## src/rtl/core/qav_pkg.sv

```systemverilog
// ----------------------------------------------------------------------------
// qav_pkg
// shared types, widths and constants of the angular velocity block
// ----------------------------------------------------------------------------
`default_nettype none

package qav_pkg;

  // vector part and norm, integer with 28 fractional bits
  localparam int D_W = 32;
  localparam int NORM_W = 32;
  // cordic working widths
  localparam int XY_W = 40;
  localparam int Z_W = 34;
  localparam int THETA_W = Z_W + 1;
  // divider quotient width and useful ratio width
  localparam int QUOT_W = 36;
  localparam int RATIO_W = 29;
  localparam int FRAC_BITS = 28;
  localparam int TS_W = 16;
  localparam int RATE_W = 32;
  localparam int QUEUE_DEPTH = 4;

  localparam logic [Z_W-1:0] ANGLE_HALF_PI = 34'd1686629713;
  localparam logic [TS_W-1:0] TIME_STEP_RESET = 16'd6554;

  typedef struct packed {
    logic signed [D_W-1:0] d_x;
    logic signed [D_W-1:0] d_y;
    logic signed [D_W-1:0] d_z;
    logic [NORM_W-1:0] norm;
    logic signed [THETA_W-1:0] theta;
    logic zero;
  } qav_item_t;

  typedef struct packed {
    logic full;
    logic empty;
  } qav_queue_status_t;

  // arctangent of 2^-i in Q2.30, rounded to nearest
  function automatic logic [Z_W-1:0] arctan_q30(input logic [4:0] idx);
    logic [Z_W-1:0] v;
    unique case (idx)
      5'd0: v = 34'd843314857;
      5'd1: v = 34'd497837829;
      5'd2: v = 34'd263043837;
      5'd3: v = 34'd133525159;
      5'd4: v = 34'd67021687;
      5'd5: v = 34'd33543516;
      5'd6: v = 34'd16775851;
      5'd7: v = 34'd8388437;
      5'd8: v = 34'd4194283;
      5'd9: v = 34'd2097149;
      5'd10: v = 34'd1048576;
      5'd11: v = 34'd524288;
      5'd12: v = 34'd262144;
      5'd13: v = 34'd131072;
      5'd14: v = 34'd65536;
      5'd15: v = 34'd32768;
      5'd16: v = 34'd16384;
      5'd17: v = 34'd8192;
      5'd18: v = 34'd4096;
      5'd19: v = 34'd2048;
      5'd20: v = 34'd1024;
      5'd21: v = 34'd512;
      5'd22: v = 34'd256;
      5'd23: v = 34'd128;
      5'd24: v = 34'd64;
      5'd25: v = 34'd32;
      5'd26: v = 34'd16;
      5'd27: v = 34'd8;
      5'd28: v = 34'd4;
      5'd29: v = 34'd2;
      5'd30: v = 34'd1;
      5'd31: v = 34'd0;
    endcase
    return v;
  endfunction

endpackage

`default_nettype wire

```

## src/rtl/core/qav_queue.sv

```systemverilog
// ----------------------------------------------------------------------------
// qav_queue
// short item queue between the angle pipeline and the rate pipeline
// ----------------------------------------------------------------------------
`default_nettype none

module qav_queue (
  input  logic clk,
  input  logic rst,
  input  logic push,
  input  qav_pkg::qav_item_t push_item,
  input  logic pop,
  output qav_pkg::qav_item_t head_item,
  output qav_pkg::qav_queue_status_t status
);

  localparam int DEPTH = qav_pkg::QUEUE_DEPTH;
  localparam int PTR_W = $clog2(DEPTH);

  qav_pkg::qav_item_t store [DEPTH];
  logic [PTR_W-1:0] wr_ptr, rd_ptr;
  logic [PTR_W:0] count;

  always_ff @(posedge clk) begin
    if (push) begin
      store[wr_ptr] <= push_item;
    end
  end

  assign head_item = store[rd_ptr];
  assign status.empty = (count == '0);
  assign status.full = (count == (PTR_W+1)'(DEPTH));

  always_ff @(posedge clk) begin
    if (rst) begin
      wr_ptr <= '0;
      rd_ptr <= '0;
      count <= '0;
    end else begin
      if (push) begin
        wr_ptr <= wr_ptr + 1'b1;
      end
      if (pop) begin
        rd_ptr <= rd_ptr + 1'b1;
      end
      count <= count + (PTR_W+1)'(push) - (PTR_W+1)'(pop);
    end
  end

endmodule

`default_nettype wire

```

## config.mk

```make
export PLATFORM = sky130hd
export DESIGN_NAME = qav_queue
export DESIGN_NICKNAME = d
export VERILOG_FILES = /design/src/rtl/core/qav_pkg.sv /design/src/rtl/core/qav_queue.sv
export SDC_FILE = /design/constraint.sdc
export NUM_CORES = 1
export LEC_CHECK = 0
export BUFFER_PORTS_ARGS = -buffer_cell sky130_fd_sc_hd__buf_4
export CAP_MARGIN = 0
export CORE_UTILIZATION = 51
export DETAILED_ROUTE_END_ITERATION = 10
export PLACE_DENSITY = 0.84
export RECOVER_POWER = 50
export SYNTH_ARGS = -nofsm -noshare
export SYNTH_HDL_FRONTEND = slang
export SYNTH_SLANG_ARGS = --single-unit
export TNS_END_PERCENT = 1
```

## constraint.sdc

```tcl
create_clock -name clk -period 4.9 [get_ports clk]
set_clock_uncertainty 0.05 [all_clocks]
set_input_delay 0.735 -clock clk [delete_from_list [all_inputs] [get_ports clk]]
set_output_delay 0.735 -clock clk [all_outputs]
set_load 0.02 [all_outputs]
```

; ---- Yosys cells after proc, flatten, opt, wreduce, memory -nomap -nowiden
; Memories as Yosys holds them, arrays and structs flattened. A register that Yosys moved wholly into a read port is not among the register bits.
; Cells that the tools add are included.
; W data, S select, Z words.
[op_classes]
add_sub_neg = 4
n_eq_ne = 1
n_mux = 4
reduce_logical = 1
[op_table]
columns = operator, count
row1 = $add A2 B1 Y2 const B, 2
row2 = $mux W2, 2
row3 = $add A3 B1 Y3, 1
row4 = $eq A3 B3 Y1 const B, 1
row5 = $logic_not A3 Y1, 1
row6 = $sub A3 B1 Y3, 1
row7 = $mux W1, 2
[totals]
ff_bits = 7
ram_bits = 656
inputBits = 168
out_inout_bits = 166
elab_cells = 14
n_memories = 1
[mem_list]
columns = name, words, width, read_ports, rd_clocked_by_memory_dff, write_ports, line
row1 = store, 4, 164, 1, 1, 1, qav_queue.sv:20  ; qav_pkg::qav_item_t store [DEPTH];

; ---- Logic depth before layout (Yosys ltp)
[logic_depth]
word_depth = 3
depth_mapped = 7
mapped_depth_nobuf = 7

; ---- Worst setup path before layout
; Ideal clock, no wire load.
[synth_path]
path_kind = input to register
startpoint = input port push
endpoint = memory store[0][0] (netlist name), enable pin
setup_ns = 0.543
arrival_time_ns = 4.470
t_required_ns = 4.307
slack_ns = -0.163
cell_stages = 1
n_path_buf = 0
path_cell_list = and2_1
[synth_between]
elab_chain_cells = 2
[synth_lines]
columns = element, line
row1 = "start, declared", qav_queue.sv:10  ; input logic push,
row2 = $mux W1, qav_queue.sv:25  ; if (push) begin
row3 = $mux W1 (not written as such), qav_queue.sv:26  ; store[wr_ptr] <= push_item;
row4 = "end, declared", qav_queue.sv:20
; Every way passes these cells.

; ---- Final worst setup path
[layout_path]
startpoint = register wr_ptr[0]
endpoint = memory store[0][33] (netlist name), enable pin
[layout_lines]
columns = element, line
row1 = "start, declared", qav_queue.sv:21  ; logic [PTR_W-1:0] wr_ptr, rd_ptr;
row2 = "start signal, assigned", qav_queue.sv:41  ; wr_ptr <= wr_ptr + 1'b1;
; Straight into the memory's write port.

==> flow_summary_export.csv <==
group,metric,value,unit
synthesis,ys_seq_area_share,82.57,%
worst_setup_path,path_buf_inv,2,
worst_setup_path,worst_path_largest_cell_delay,1970,ps
worst_setup_path,r2r_slack,1000,ps
layout,area_delta_synth_final,19.70,%
worst_setup_path,r2r-start,"wr_ptr[0]",
floorplan,rows,79,
layout,layout-drive-gt1-share,33.28,%
floorplan,die_area,48080,sq um
synthesis,async_flop_share,0,%
routing,first_pass_iters,5,
grt,grt_max_degree,93,
min_path,min_path_type,"input port to register",
worst_setup_path,crit_family,"simple AND/OR/NAND/NOR gates",
job,maxCapViolCount,1,
worst_setup_path,worstPathArrival,4050,ps
worst_setup_path,crit_type,"register to register",
timing,slew_headroom,-81.55,%
power_and_ir_drop,power,12.86,mW
worst_setup_path,cp.depth,4,
status,outcome,"complete, but fails checks",
cts,post-cts-setup-buffers,0,
cts,cts-resized-gates,0,
layout,final_common_cell,"edfxtp_1",
synthesis,ys_seq_elements,665,
worst_setup_path,crit_end,"store[0][33]",
floorplan,initial_core_util,51.71,%
grt,antenna_found_initial,9,
grt,grt_use_total,19.71,%
layout,finalNetCount,1459,
routing,final_antenna_net_count,0,
floorplan,die_y,219.3,um
cts,cts_tree,"yes",
synthesis,syn_area,24070,sq um
synthesis,netlist_instances,898,
synthesis,syn_avg_cell_area,26.81,sq um
cts,clock_latency,570,ps
grt,first_global_vias,11450,
floorplan,die_x,219.3,um
worst_setup_path,cp_data_required_time,5060,ps
routing,postRouteWirelength,47290,um
worst_setup_path,critical-path-slowest-cell,"and2_0",
floorplan,pin_count,334,
cts,cts_buffer_depth,3,
worst_setup_path,reg2reg_to,"store[0][33]",
routing,dr_total_vias,10910,
timing,tightest_slew,2722,ps
power_and_ir_drop,irDropWorstVdd,380.9,uV
synthesis,ys.flop_type,"edfxtp_1",
worst_setup_path,endpoint_kind,"register",
synthesis,synth_cell_types,21,
worst_setup_path,reg2reg_depth,4,
timing,period_share,79.53,%
grt,grt_overflow_total,0,
place,portBuffers,333,
timing,hold_viol,0,
routing,avgRoutedWirePerCell,24.31,um
timing,rsz0062_at_grt,"false",
place,placed_cells,1823,
worst_setup_path,path_cells,"inv_1, ha_1, and2_0, buf_4",
power_and_ir_drop,power.density,446.2,nW/um^2
routing,route.detailed.drc,0,
timing,fmaxAchievable,256.6,MHz
cts,clock_sinks,665,
cts,numCtsBuffers,66,
synthesis,syn_nets,1073,
layout,layout_common_cells,"656 x edfxtp_1, 183 x buf_4, 180 x clkbuf_1",
timing,report.final.slew_viol_count,35,
power_and_ir_drop,leakage,9.284,nW
synthesis,synth_edf_count,656,
worst_setup_path,start_kind,"register",
place,gp_congestion,0.7350,
worst_setup_path,startpoint,"wr_ptr[0]",
cts,clk_pin_slew,60,ps
routing,drt_iter0_drc,733,
synthesis,ys_warn_count,0,
timing,period_needed,3897,ps
grt,grt_pass1_wl,69000,um
worst_setup_path,cp_max_fo,48,
cts,htree_levels,3,
cts,ctsHoldBuffers,0,
place,hpwl,28320,um
cts,clockRootBuffer,"clkbuf_16",
floorplan,core,46560,sq um
status,violations,"capacitance limit, slew limit",
layout,final_cells,1945,
timing,finalSetupViolations,0,
routing,viasPerCell,5.608,
-- report_power, final --
| part | switching, mW | total (mW) | internal (mW) |
|---|---|---|---|
| Combinational | 0.794 | 1.42 | 0.627 |
| Sequential | 0.0882 | 6.63 | 6.54 |
| Clock | 2.00 | 4.80 | 2.80 |
-- cell families after synthesis --
group | synth area share [%]
XOR/XNOR | 0.1715
buffers and inverters | 1.102
adder cells (fa/ha/maj) | 0.3950
AND/OR/NAND/NOR | 0.3118
flip-flops | 82.57
AO/OA/AOI/OAI | 0.06235
multiplexers | 15.38
-- layout make-up --
class	instances	area, sq um
well taps	607	759.5
diodes	4	10.01
repair buffers	354	2130
clock inverters	29	183.9
multi-input cells	191	3938
flip-flops and latches	665	19890
inverters	6	22.52
clock buffers	89	1887
fillers	3124	17740
-- Yosys cell counts (4+ instances only) --
library cell,instances,area share [%]
buf_6,6,0.28
dfxtp_1,9,0.75
mux4_2,164,15
nor2_1,5,0.078
buf_2,17,0.35
edfxtp_1,656,82
ha_1,6,0.31
inv_1,6,0.094
and2_1,4,0.10
buf_4,11,0.34
-- how the worst min path moves through the flow --
stage	startpoint	to	slack, ps	cells after the start
2_1_floorplan	rd_ptr[1]	register	440	2
3_3_place_gp	rd_ptr[1]	register	450	2
3_5_place_dp	rd_ptr[1]	register	480	2
4_1_cts	push_item[43]	store[0][43]	260	1
5_1_grt	rst	register	320	2
6_report	rst	register	330	2
-- sequential cells by signal (all words and copies together), names as in the netlist, named ones only --
| register | cells |
|---|---|
| wr_ptr | 2 |
| store | 656 |
| rd_ptr | 2 |
| count | 3 |
-- worst register-to-register path, stage by stage, from the launching register on --
cell and delay, ps:
dfxtp_1 350, inv_1 110, ha_1 150, and2_0 1970
buf_4 870
-- per-layer routing --
layer	GRT usage [%]	wire [um]	vias to the layer above
met2	32.40	24070	448
met5	0	100	-
met3	7.429	4946	92
li1	-	-	4683
met1	23.96	17130	5670
met4	6.782	1042	14
-- through the flow --
| stage | setup TNS, ps | utilization, % | setup slack (ps) | cell area (sq um) | hold slack (ps) |
|---|---|---|---|---|---|
| floorplan | -80330 | - | -163.3 | 24080 | 441.8 |
| global placement | 0 | 58.75 | 1864 | 27350 | 447.5 |
| detailed placement | 0 | 58.75 | 1836 | 27350 | 482.4 |
| CTS | 0 | 63.20 | 1184 | 29420 | 258.5 |
| global route | 0 | 61.87 | 714.3 | 28810 | 321.8 |
| finish | 0 | 61.90 | 1003 | 28820 | 328.8 |
No activity file was read; power rests on OpenSTA's default activity.
